`config.mk`:
```
export PLATFORM = sky130hd
export DESIGN_NAME = preemptive_priority_scheduler
export DESIGN_NICKNAME = d
export VERILOG_FILES = /design/src/rtl/pps_pkg.sv /design/src/rtl/preemptive_priority_scheduler.sv /design/src/rtl/pps_cell.sv
export SDC_FILE = /design/constraint.sdc
export NUM_CORES = 2
export LEC_CHECK = 0
export ABC_CLOCK_PERIOD_IN_PS = 4200
export BUFFER_PORTS_ARGS = -buffer_cell sky130_fd_sc_hd__buf_2
export CAP_MARGIN = 5
export CORE_UTILIZATION = 31
export CTS_CLUSTER_SIZE = 20
export DETAILED_ROUTE_END_ITERATION = 16
export GPL_TIMING_DRIVEN = 0
export SLEW_MARGIN = 5
export SYNTH_ARGS = -nofsm -noshare
export SYNTH_HDL_FRONTEND = slang
export SYNTH_SLANG_ARGS = --single-unit
```
`constraint.sdc`:
```
create_clock -name clk -period 4.2 [get_ports clk]
set_input_delay 0.63 -clock clk [delete_from_list [all_inputs] [get_ports clk]]
set_output_delay 0.63 -clock clk [all_outputs]
set_load 0.005 [all_outputs]
```
`src/rtl/pps_pkg.sv`:
```
`default_nettype none

package pps_pkg;

	localparam int MAX_TASKS_DEF = 16;
	localparam int TIME_BITS_DEF = 16;

	localparam int ID_W    = 8;
	localparam int ARR_W   = 16;
	localparam int BURST_W = 12;
	localparam int PRIO_W  = 8;
	localparam int OUT_W   = 16;

	localparam logic [1:0] MODE_LOAD  = 2'd0;
	localparam logic [1:0] MODE_TICK  = 2'd1;
	localparam logic [1:0] MODE_CLEAR = 2'd2;

	typedef enum logic [1:0] {
		ST_IDLE,
		ST_SCAN,
		ST_FIN
	} state_t;

	// Best candidate seen so far, handed from one cell to the next.
	typedef struct packed {
		logic               found;
		logic [PRIO_W-1:0]  prio;
		logic [ID_W-1:0]    id;
		logic [ARR_W-1:0]   arrival;
		logic [BURST_W-1:0] burst;
		logic [BURST_W-1:0] rem;
	} cand_t;

	// Task load broadcast to every cell.
	typedef struct packed {
		logic               we;
		logic [ID_W-1:0]    id;
		logic [ARR_W-1:0]   arrival;
		logic [BURST_W-1:0] burst;
		logic [PRIO_W-1:0]  prio;
	} load_t;

endpackage

`default_nettype wire

```
`src/rtl/preemptive_priority_scheduler.sv`:
```
// Preemptive priority scheduler with a table of up to MAX_TASKS tasks.
// Input channel (task_valid/task_ready) carries one command per transfer:
// load appends a task, tick runs the scheduler one time unit, clear empties
// the table and zeroes time. Only a tick produces a result on the output
// channel (res_valid/res_ready).
// A load or clear takes effect at its transfer and the block is ready again
// in the next cycle. A tick sends a search token down a row of MAX_TASKS
// cells, one cell per cycle, each cell keeping the better of its own task and
// the candidate handed in by its neighbor. The winner passes through the
// result stage into the output register, where res_valid rises; the input
// side stays busy until that result is written to the output register.
// Loads and clears are taken while a finished result waits at the output.
// If the receiver stalls, the result is held; a following tick completes its
// search and then waits until the output register is free.
// Reset clears the task count, completion count, time and all handshake
// state; table contents are undefined until loaded.
`default_nettype none

module preemptive_priority_scheduler
	import pps_pkg::*;
#(
	parameter int MAX_TASKS = MAX_TASKS_DEF,
	parameter int TIME_BITS = TIME_BITS_DEF
) (
	input  logic               clk,
	input  logic               arst_n,
	input  logic               task_valid,
	output logic               task_ready,
	input  logic [1:0]         mode,
	input  logic [ID_W-1:0]    task_id,
	input  logic [ARR_W-1:0]   arrival,
	input  logic [BURST_W-1:0] burst,
	input  logic [PRIO_W-1:0]  priority_req,
	output logic               res_valid,
	input  logic               res_ready,
	output logic               ran,
	output logic [3:0]         slot_run,
	output logic [ID_W-1:0]    id_run,
	output logic               finished,
	output logic [OUT_W-1:0]   completion_time,
	output logic [OUT_W-1:0]   turnaround,
	output logic [OUT_W-1:0]   waiting,
	output logic               all_done,
	output logic [OUT_W-1:0]   time_now
);

	localparam int CNT_W  = $clog2(MAX_TASKS + 1);
	localparam int SLOT_W = $clog2(MAX_TASKS);
	localparam int CMP_W  = (TIME_BITS > ARR_W) ? TIME_BITS : ARR_W;
	localparam logic [TIME_BITS-1:0] TIME_MAX = {TIME_BITS{1'b1}};

	state_t state_q, state_d;

	logic [CNT_W-1:0]     loaded_q;
	logic [CNT_W-1:0]     done_q;
	logic [TIME_BITS-1:0] time_q;
	logic [TIME_BITS-1:0] tnext_q;

	logic  xfer;
	logic  is_load, is_tick, is_clear;
	load_t ld;
	logic  fin_go;

	cand_t             chain_cand [MAX_TASKS+1];
	logic              chain_tok  [MAX_TASKS+1];
	logic [SLOT_W-1:0] chain_slot [MAX_TASKS+1];

	logic        end_tok;
	cand_t       best;
	logic [SLOT_W-1:0] best_slot;
	logic        dec_en;
	logic        done_now;

	// Result stage between the search and the output register.
	logic               ran_s1;
	logic [SLOT_W-1:0]  slot_s1;
	logic [ID_W-1:0]    id_s1;
	logic               fin_s1;
	logic [TIME_BITS-1:0] ct_s1;
	logic [CMP_W-1:0]   tat_s1;
	logic [BURST_W-1:0] burst_s1;

	logic [CMP_W-1:0] wait_val;

	logic               res_valid_q;
	logic               ran_q;
	logic [3:0]         slot_q;
	logic [ID_W-1:0]    id_q;
	logic               fin_q;
	logic [OUT_W-1:0]   ct_q;
	logic [OUT_W-1:0]   tat_q;
	logic [OUT_W-1:0]   wait_q;
	logic               all_done_q;
	logic [OUT_W-1:0]   time_now_q;

	assign xfer = task_valid && task_ready;

	always_comb begin
		is_load  = 1'b0;
		is_tick  = 1'b0;
		is_clear = 1'b0;
		case (mode)
			MODE_LOAD:  is_load  = 1'b1;
			MODE_TICK:  is_tick  = 1'b1;
			MODE_CLEAR: is_clear = 1'b1;
			default: ;
		endcase
	end

	assign ld.we = xfer && is_load && (burst != '0) && (loaded_q < CNT_W'(MAX_TASKS));
	assign ld.id      = task_id;
	assign ld.arrival = arrival;
	assign ld.burst   = burst;
	assign ld.prio    = priority_req;

	assign chain_cand[0] = '0;
	assign chain_tok[0]  = xfer && is_tick;
	assign chain_slot[0] = '0;

	for (genvar i = 0; i < MAX_TASKS; i++) begin : g_cell
		pps_cell #(
			.IDX   (i),
			.CNT_W (CNT_W),
			.SLOT_W(SLOT_W),
			.TIME_W(TIME_BITS)
		) u_cell (
			.clk     (clk),
			.arst_n  (arst_n),
			.ld      (ld),
			.loaded  (loaded_q),
			.cur_time(time_q),
			.dec_en  (dec_en),
			.dec_slot(best_slot),
			.tok_in  (chain_tok[i]),
			.slot_in (chain_slot[i]),
			.cand_in (chain_cand[i]),
			.tok_q   (chain_tok[i+1]),
			.slot_q  (chain_slot[i+1]),
			.cand_q  (chain_cand[i+1])
		);
	end

	assign end_tok   = chain_tok[MAX_TASKS];
	assign best      = chain_cand[MAX_TASKS];
	assign best_slot = chain_slot[MAX_TASKS];
	assign dec_en    = end_tok && best.found;
	assign done_now  = dec_en && (best.rem == BURST_W'(1));

	always_comb begin
		state_d = state_q;
		case (state_q)
			ST_IDLE: if (xfer && is_tick) state_d = ST_SCAN;
			ST_SCAN: if (end_tok) state_d = ST_FIN;
			ST_FIN:  if (!res_valid_q || res_ready) state_d = ST_IDLE;
			default: state_d = ST_IDLE;
		endcase
	end

	always_comb begin
		task_ready = 1'b0;
		fin_go     = 1'b0;
		case (state_q)
			ST_IDLE: task_ready = 1'b1;
			ST_FIN:  fin_go     = !res_valid_q || res_ready;
			default: ;
		endcase
	end

	always_ff @(posedge clk or negedge arst_n) begin
		if (!arst_n) begin
			state_q  <= ST_IDLE;
			loaded_q <= '0;
			done_q   <= '0;
			time_q   <= '0;
		end else begin
			state_q <= state_d;
			if (xfer && is_clear) begin
				loaded_q <= '0;
				done_q   <= '0;
				time_q   <= '0;
			end else begin
				if (ld.we) loaded_q <= loaded_q + CNT_W'(1);
				if (done_now) done_q <= done_q + CNT_W'(1);
				if (end_tok) time_q <= tnext_q;
			end
		end
	end

	// The saturated next time is ready before the search ends, so the
	// turnaround subtract needs no increment in front of it on the last step.
	always_ff @(posedge clk) begin
		if (xfer && is_tick) begin
			tnext_q <= (time_q == TIME_MAX) ? time_q : time_q + TIME_BITS'(1);
		end
		if (end_tok) begin
			ran_s1   <= best.found;
			slot_s1  <= best.found ? best_slot : '0;
			id_s1    <= best.found ? best.id : '0;
			fin_s1   <= done_now;
			ct_s1    <= tnext_q;
			tat_s1   <= CMP_W'(tnext_q) - CMP_W'(best.arrival);
			burst_s1 <= best.burst;
		end
	end

	assign wait_val = (tat_s1 >= CMP_W'(burst_s1)) ? tat_s1 - CMP_W'(burst_s1) : '0;

	always_ff @(posedge clk or negedge arst_n) begin
		if (!arst_n) begin
			res_valid_q <= 1'b0;
		end else if (fin_go) begin
			res_valid_q <= 1'b1;
		end else if (res_ready) begin
			res_valid_q <= 1'b0;
		end
	end

	always_ff @(posedge clk) begin
		if (fin_go) begin
			ran_q      <= ran_s1;
			slot_q     <= 4'(slot_s1);
			id_q       <= id_s1;
			fin_q      <= fin_s1;
			ct_q       <= fin_s1 ? OUT_W'(ct_s1) : '0;
			tat_q      <= fin_s1 ? OUT_W'(tat_s1) : '0;
			wait_q     <= fin_s1 ? OUT_W'(wait_val) : '0;
			all_done_q <= done_q == loaded_q;
			time_now_q <= OUT_W'(time_q);
		end
	end

	assign res_valid       = res_valid_q;
	assign ran             = ran_q;
	assign slot_run        = slot_q;
	assign id_run          = id_q;
	assign finished        = fin_q;
	assign completion_time = ct_q;
	assign turnaround      = tat_q;
	assign waiting         = wait_q;
	assign all_done        = all_done_q;
	assign time_now        = time_now_q;

endmodule

`default_nettype wire

```
`src/rtl/pps_cell.sv`:
```
`default_nettype none

module pps_cell
	import pps_pkg::*;
#(
	parameter int IDX    = 0,
	parameter int CNT_W  = 5,
	parameter int SLOT_W = 4,
	parameter int TIME_W = TIME_BITS_DEF
) (
	input  logic              clk,
	input  logic              arst_n,
	input  load_t             ld,
	input  logic [CNT_W-1:0]  loaded,
	input  logic [TIME_W-1:0] cur_time,
	input  logic              dec_en,
	input  logic [SLOT_W-1:0] dec_slot,
	input  logic              tok_in,
	input  logic [SLOT_W-1:0] slot_in,
	input  cand_t             cand_in,
	output logic              tok_q,
	output logic [SLOT_W-1:0] slot_q,
	output cand_t             cand_q
);

	localparam int CMP_W = (TIME_W > ARR_W) ? TIME_W : ARR_W;

	logic [ID_W-1:0]    id_q;
	logic [ARR_W-1:0]   arrival_q;
	logic [BURST_W-1:0] burst_q;
	logic [PRIO_W-1:0]  prio_q;
	logic [BURST_W-1:0] rem_q;

	logic in_use;
	logic arrived;
	logic take;
	cand_t own;

	assign in_use  = CNT_W'(IDX) < loaded;
	assign arrived = CMP_W'(arrival_q) <= CMP_W'(cur_time);
	assign take    = in_use && arrived && (rem_q != '0)
		&& (!cand_in.found || (prio_q < cand_in.prio));

	assign own = '{found: 1'b1, prio: prio_q, id: id_q, arrival: arrival_q,
		burst: burst_q, rem: rem_q};

	always_ff @(posedge clk) begin
		if (ld.we && (loaded == CNT_W'(IDX))) begin
			id_q      <= ld.id;
			arrival_q <= ld.arrival;
			burst_q   <= ld.burst;
			prio_q    <= ld.prio;
			rem_q     <= ld.burst;
		end else if (dec_en && (dec_slot == SLOT_W'(IDX))) begin
			rem_q <= rem_q - BURST_W'(1);
		end
	end

	always_ff @(posedge clk) begin
		cand_q <= take ? own : cand_in;
		slot_q <= take ? SLOT_W'(IDX) : slot_in;
	end

	always_ff @(posedge clk or negedge arst_n) begin
		if (!arst_n) begin
			tok_q <= 1'b0;
		end else begin
			tok_q <= tok_in;
		end
	end

endmodule

`default_nettype wire

```
After elaboration in Yosys (flattened, before gate mapping)
Cells that the tools add are included.
Storage, ports and cells
  input port bits: 50
  bits in registers: 2047
Cells by class
  reductions and logical operators: 162
  $lt $le $gt $ge: 49
  mux-type cells: 65
  add/sub/neg operators: 21
  eq/ne operators: 40
Operators by type and width (count)
  56-bit 2-to-1 mux: 14
  12-bit 2-to-1 mux: 32
  16-bit <= comparator: 16
  12-bit nonzero test: 17
  12-bit by 1-bit subtractor with 12-bit output, second input constant: 16
  8-bit less-than comparator: 15
  1-bit logical AND: 87
  16-bit 2-to-1 mux: 3
  48-bit 2-to-1 mux: 1
  5-bit by 4-bit == test with 1-bit output, second input constant: 8
  4-bit by 5-bit less-than comparator with 1-bit output, first input constant: 8
  2-bit nonzero test: 20
  4-bit == test, second input constant: 8
  5-bit by 3-bit == test with 1-bit output, second input constant: 4
  3-bit by 5-bit less-than comparator with 1-bit output, first input constant: 4
  5-bit 2-to-1 mux: 4
  16-bit by 1-bit adder with 16-bit output, second input constant: 1
  16-bit == test, second input constant: 1
  4-bit by 3-bit == test with 1-bit output, second input constant: 4
  16-bit by 12-bit greater-or-equal comparator with 1-bit output: 1
  1-bit zero test: 16
  1-bit logical OR: 16
  16-bit by 12-bit subtractor with 16-bit output: 1
  16-bit subtractor: 1
  22 further kinds: 39

Logic depth before layout (Yosys ltp)
  word-level depth: 8
  mapped depth: 11

Modules after synthesis
Synthesis repeated with hierarchy kept, for this count alone.
Second synthesis, totals
  cells, all modules: 5854
  area total of the unflattened synthesis: 83048.4 µm²
Modules (own cells, without submodules)
  preemptive_priority_scheduler: instances 1, area an instance 8137.8 µm², cells an instance 608, seq. area each 5320.1 µm²
  pps_cell at g_cell[2].u_cell: instances 1, area an instance 4819.6 µm², cells an instance 331, seq. area each 2927.8 µm²
  pps_cell at g_cell[10].u_cell: instances 1, area an instance 4815.9 µm², cells an instance 330, seq. area each 2927.8 µm²
  pps_cell at g_cell[8].u_cell: instances 1, area an instance 4813.4 µm², cells an instance 330, seq. area each 2927.8 µm²
  pps_cell at g_cell[13].u_cell: instances 1, area an instance 4805.9 µm², cells an instance 330, seq. area each 2927.8 µm²
  pps_cell at g_cell[6].u_cell: instances 1, area an instance 4803.4 µm², cells an instance 329, seq. area each 2927.8 µm²
  pps_cell at g_cell[5].u_cell: instances 1, area an instance 4784.6 µm², cells an instance 324, seq. area each 2927.8 µm²
  pps_cell at g_cell[3].u_cell: instances 1, area an instance 4635.7 µm², cells an instance 329, seq. area each 2927.8 µm²
  pps_cell at g_cell[1].u_cell: instances 1, area an instance 4634.4 µm², cells an instance 330, seq. area each 2927.8 µm²
  pps_cell at g_cell[12].u_cell: instances 1, area an instance 4625.7 µm², cells an instance 329, seq. area each 2927.8 µm²
  pps_cell at g_cell[4].u_cell: instances 1, area an instance 4621.9 µm², cells an instance 330, seq. area each 2927.8 µm²
  pps_cell at g_cell[9].u_cell: instances 1, area an instance 4596.9 µm², cells an instance 328, seq. area each 2927.8 µm²
  pps_cell at g_cell[14].u_cell: instances 1, area an instance 4593.2 µm², cells an instance 325, seq. area each 2927.8 µm²
  pps_cell at g_cell[11].u_cell: instances 1, area an instance 4591.9 µm², cells an instance 324, seq. area each 2927.8 µm²
  +3 rows

Worst setup path after synthesis
Ideal clock, no wire load.
  kind: input to register
  start: input res_ready
  end: register all_done_q (netlist: all_done), enable pin
  arrival: 4.270 ns
  setup time: 0.526 ns
  slack: -0.596 ns
  stages on the path: 2
  cells stage by stage: nand2b_1 > nor2b_1
Between the ends
  cells in the longest elaborated chain, start to end: 2
Ends and longest elaborated chain
  from (decl): line preemptive_priority_scheduler.sv:35  | input logic res_ready,
  1-bit logical OR: line preemptive_priority_scheduler.sv:164  | ST_FIN: fin_go = !res_valid_q || res_ready;
  1-bit 2-to-1 mux: line preemptive_priority_scheduler.sv:162  | case (state_q)
  named net fin_go: line preemptive_priority_scheduler.sv:62  | logic fin_go;
  to (signal assigned): line preemptive_priority_scheduler.sv:227  | all_done_q <= done_q == loaded_q;
  to (decl): line preemptive_priority_scheduler.sv:93  | logic all_done_q;
The timed path passes the listed nets, and every way through them passes these cells.
A chain may end at the register's enable or synchronous reset.

Worst setup path in the final report
  start: register loaded_q[1]
  end: register g_cell[2].u_cell.cand_q[33] (netlist name)
Between the ends
  cells in the longest elaborated chain, start to end: 5
Ends and longest elaborated chain
  from (decl): line preemptive_priority_scheduler.sv:54  | logic [CNT_W-1:0] loaded_q;
  from (signal assigned): line preemptive_priority_scheduler.sv:182  | if (ld.we) loaded_q <= loaded_q + CNT_W'(1);
  2-bit by 5-bit less-than comparator with 1-bit output: line pps_cell.sv:39  | assign in_use = CNT_W'(IDX) < loaded;
  1-bit logical AND (2 in a row): line pps_cell.sv:41  | assign take = in_use && arrived && (rem_q != '0)
  1-bit logical AND: line pps_cell.sv:42  | && (!cand_in.found || (prio_q < cand_in.prio));
  56-bit 2-to-1 mux: line pps_cell.sv:60  | cand_q <= take ? own : cand_in;
  to (signal assigned): line pps_cell.sv:60
  to (decl): line pps_cell.sv:23  | output cand_t cand_q
Every way passes these cells.

==> impl_metrics.yaml <==
clock_network:
  cts_buffer_depth: 3
  cts_hold_buf: 0
  cts_tree: "built"
  cts_root_buffer: "clkbuf_16"
  clk_transition_reported_paths_ns: 0.06
  cts-buffers-inserted: 195
  clock_latency_ns: 0.85
  htree_levels: 4
  clock_sinks: 2047
drt:
  m1WireLength_um: 87700
  drt-pass1-iter-count: 6
  viasPerCell: 4.65
  drtIter0Drc: 3114
  post_drt_wl_per_cell_um: 19.9
  route.antenna.remaining_nets: 0
  wl_met2_um: 87700
  vias: 44300
  drc_errors: 0
  wl_um: 190000
  wl_met3_um: 10100
  top_layer_used: "met5"
sta:
  drv_slew: 0
  timing.final.crit_share_pct: 99.0
  slew_headroom_pct: 22.4
  report.final.hold_viol_count: 0
  setup_viol: 0
  period_needed_ns: 4.16
  worstMarginPinSlew_ns: 1.16
  rsz0062_at_grt: "false"
  clock_skew_ns: 0.0615
  max_clock_freq_ghz: 0.241
  timing.setup.tns_ns: 0
synthesis:
  yosysSeqAreaShare_pct: 65.4
  synth_fa_ha_area_share_pct: 6.52
  ys_async_sr_fraction_pct: 2.20
  yosys.area_share.xor_xnor_pct: 2.03
  syn_nets: 6022
  synthesis.area_sq_um: 79100
  synth_seq_cells: 2047
  synth_mux_area_share_pct: 12.5
  synth_ff_type: "edfxtp_1"
  yosysUniqueCellTypes: 75
  netlist.top_cell.by_area: "edfxtp_1"
  synth_area_leaders: "edfxtp_1, dfxtp_1, mux2_2, ha_1, mux2_4"
  synth_top_family_by_area: "multiplexers"
  yosys.area_share.simple_pct: 6.56
  netlist_instances: 5561
  synth_top_cell_area_share_pct: 39.8
  synth_edf_count: 1049
  synth_compound_area_share_pct: 4.81
  ys.warnings.count: 0
  avgSynthCellArea_sq_um: 14.2
global_routing:
  grt_pass1_wl_um: 285000
  grtUsageTotal_pct: 14.6
  grt_remaining_overflow: 0
  first_global_vias: 45700
  antenna_found_initial: 11
  grt_max_degree: 48
final_layout:
  drive_above_1_share_pct: 25.4
  areaGrowthSynthToFinish_pct: 16.8
  final_area_sq_um: 92300
  n_fill_cell: 23900
  multi_input_area_sq_um: 25800
  regArea_sq_um: 51700
  post-route-util_pct: 36.4
  nets: 6458
die:
  start_util_pct: 31.1
  coreArea_sq_um: 254000
  die_h_um: 507
  io_pins: 131
  placementRows: 185
  die_w_um: 507
  die-area_sq_um: 257000
placed_design:
  gp_congestion: 0.895
  placed_area_sq_um: 84600
  io_buffers: 130
  dp_hpwl_um: 136000
outcome:
  status: "completed"
critical_path:
  cp.arrival_ns: 4.88
  worst-r2r-setup-slack_ns: 0.04
  timing.rr.end: "g_cell[2].u_cell.cand_q[33]$_DFF_P_"
  cp_max_fo: 10
  r2r-start: "loaded_q[1]$_DFFE_PN0P_"
  worstSetupPathType: "reg -> reg"
  r2r.worst_path.cells: 10
  critPathRequiredTime_ns: 4.92
  worst_setup_path_start_kind: "flop"
  cp-end-kind: "flop"
power_and_ir_drop:
  vdd_drop_max_mv: 0.482
  p_leak_nw: 34.9
  power.density_nw_per_um2: 590
min_path:
  hold_path_class: "in -> async"
run:
  cap_violations: 0
[cell usage in the layout, fill, tap and decap left out, types with 32 or more instances in the layout]
cell type,instances
buf_12,32
xnor2_1,129
clkbuf_16,200
nand4_1,64
nand2b_1,46
nor2b_1,40
clkbuf_8,33
buf_4,88
a21oi_1,272
edfxtp_1,1049
clkbuf_1,117
dfxtp_1,953
mux2_2,709
mux2_4,106
nor3_1,57
nor4_1,40
xor2_1,54
nand2_1,147
buf_2,172
ha_1,409
dfrtp_1,38
and2_1,117
or2_2,38
nand3_1,65
a21o_1,57
inv_1,210
o21ai_0,110
nor2_1,326
clkinv_2,39
[state kept, by name, indices dropped and copies added (netlist names), 5 cells and up]
register                 count
g_cell.u_cell.arrival_q    256
g_cell.u_cell.cand_q       904
burst_s1                    12
time_now                    16
g_cell.u_cell.tok_q         16
ct_s1                       16
turnaround                  16
g_cell.u_cell.rem_q        192
waiting                     16
time_q                      16
tnext_q                     16
id_run                       8
loaded_q                     5
g_cell.u_cell.prio_q       128
completion_time             16
done_q                       5
g_cell.u_cell.id_q         128
g_cell.u_cell.burst_q      192
id_s1                        8
tat_s1                      16
g_cell.u_cell.slot_q        49
[layout make-up]
class / count / share of cell area, %
Tap cell: 3366 / 4.56
Buffer: 172 / 0.955
Inverter: 239 / 1.05
Sequential cell: 2047 / 56.0
Antenna cell: 6 / 0.0163
Timing Repair Buffer: 245 / 2.17
Clock buffer: 280 / 6.10
Multi-Input combinational cell: 3097 / 28.0
Clock inverter: 90 / 1.14
[logic make-up after synthesis]
group,count (synthesis)
compound gates,629
xor+xnor,183
fa+ha+maj,411
buf+inv,417
flops,2047
mux,845
simple gates,1029
[worst max-delay path by stage]
stage / startpoint / slack (ns) / cells past startpoint / endpoint
detailed placement: time_q[5]$_DFFE_PN0P_ / -1.42 / 10 / g_cell[12].u_cell.cand_q[45]$_DFF_P_
global route: time_q[5]$_DFFE_PN0P_ / 0.01 / 12 / g_cell[3].u_cell.cand_q[15]$_DFF_P_
floorplan: burst[7] / 0.28 / 9 / g_cell[15].u_cell.rem_q[0]$_DFFE_PP_
global placement: burst[3] / -2.95 / 10 / g_cell[15].u_cell.rem_q[2]$_DFFE_PP_
finish: loaded_q[1]$_DFFE_PN0P_ / 0.04 / 10 / g_cell[2].u_cell.cand_q[33]$_DFF_P_
CTS: time_q[4]$_DFFE_PN0P_ / 0.002 / 12 / g_cell[12].u_cell.cand_q[27]$_DFF_P_
[stage by stage]
| step | std cells | setup WS, ns | hold slack, ns | total power [mW] |
|---|---|---|---|---|
| after floorplan | 5561 | 0.277 | 0.331 | 32.4 |
| after global placement | 9057 | -2.95 | 0.338 | 35.6 |
| after detailed placement | 9096 | -1.42 | 0.336 | 35.8 |
| after CTS | 9527 | 0.00150 | 0.0311 | 54.7 |
| after global routing | 9536 | 0.00994 | 0.103 | 57.0 |
| final | 9542 | 0.0431 | 0.0478 | 54.4 |
[power breakdown]
part | internal (mW) | total, mW | switching [mW]
combinational | 5.09 | 10.3 | 5.19
sequential | 24.6 | 26.0 | 1.39
clock | 10.4 | 18.1 | 7.69
[routing by layer]
metal,global-route usage (%),vias up
met5,0,-
met4,3.78,8
met3,2.82,283
met2,23.9,1008
met1,19.7,22000
li1,-,21100
[worst max-delay path, stage by stage, from the launching register on]
cell and delay, ns:
dfrtp_1 0.38, buf_2 0.32, inv_1 0.32, nor2_2 0.55
o32ai_1 0.38, nor4b_2 0.48, nor2_1 0.19, a211oi_2 0.42
buf_4 0.36, buf_4 0.26, mux2_2 0.38
[what timing repair did]
item                                    in CTS  in global routing
gates resized for setup                     62                 36
pin swaps                                    3                  2
endpoints found under the setup margin    1149                720
buffers inserted                            65                 11
[cells in the mapped netlist, drive strengths merged, types with 5 or more instances]
master   count
nand3b       5
a211o        9
or2         39
and3         8
nand4       64
o311ai       5
nand2b      46
a31oi       24
buf         86
nor2b       41
a2111oi      9
inv        239
dfxtp      953
xnor2      129
dfrtp       45
nor4        45
ha         409
o21bai       8
nor3        63
o31ai       11
xor2        54
nor4b        6
and4        12
a21o        57
edfxtp    1049
or3         24
a211oi      20
a21boi       5
or4         11
o32a         6
and2       117
clkbuf      92
nand2      147
mux2i       20
o21a        22
a21oi      273
o211ai      18
mux2       825
o21ai      129
nor2       328
nand3       65
a221oi       5
No activity file was read; power rests on OpenSTA's default activity.
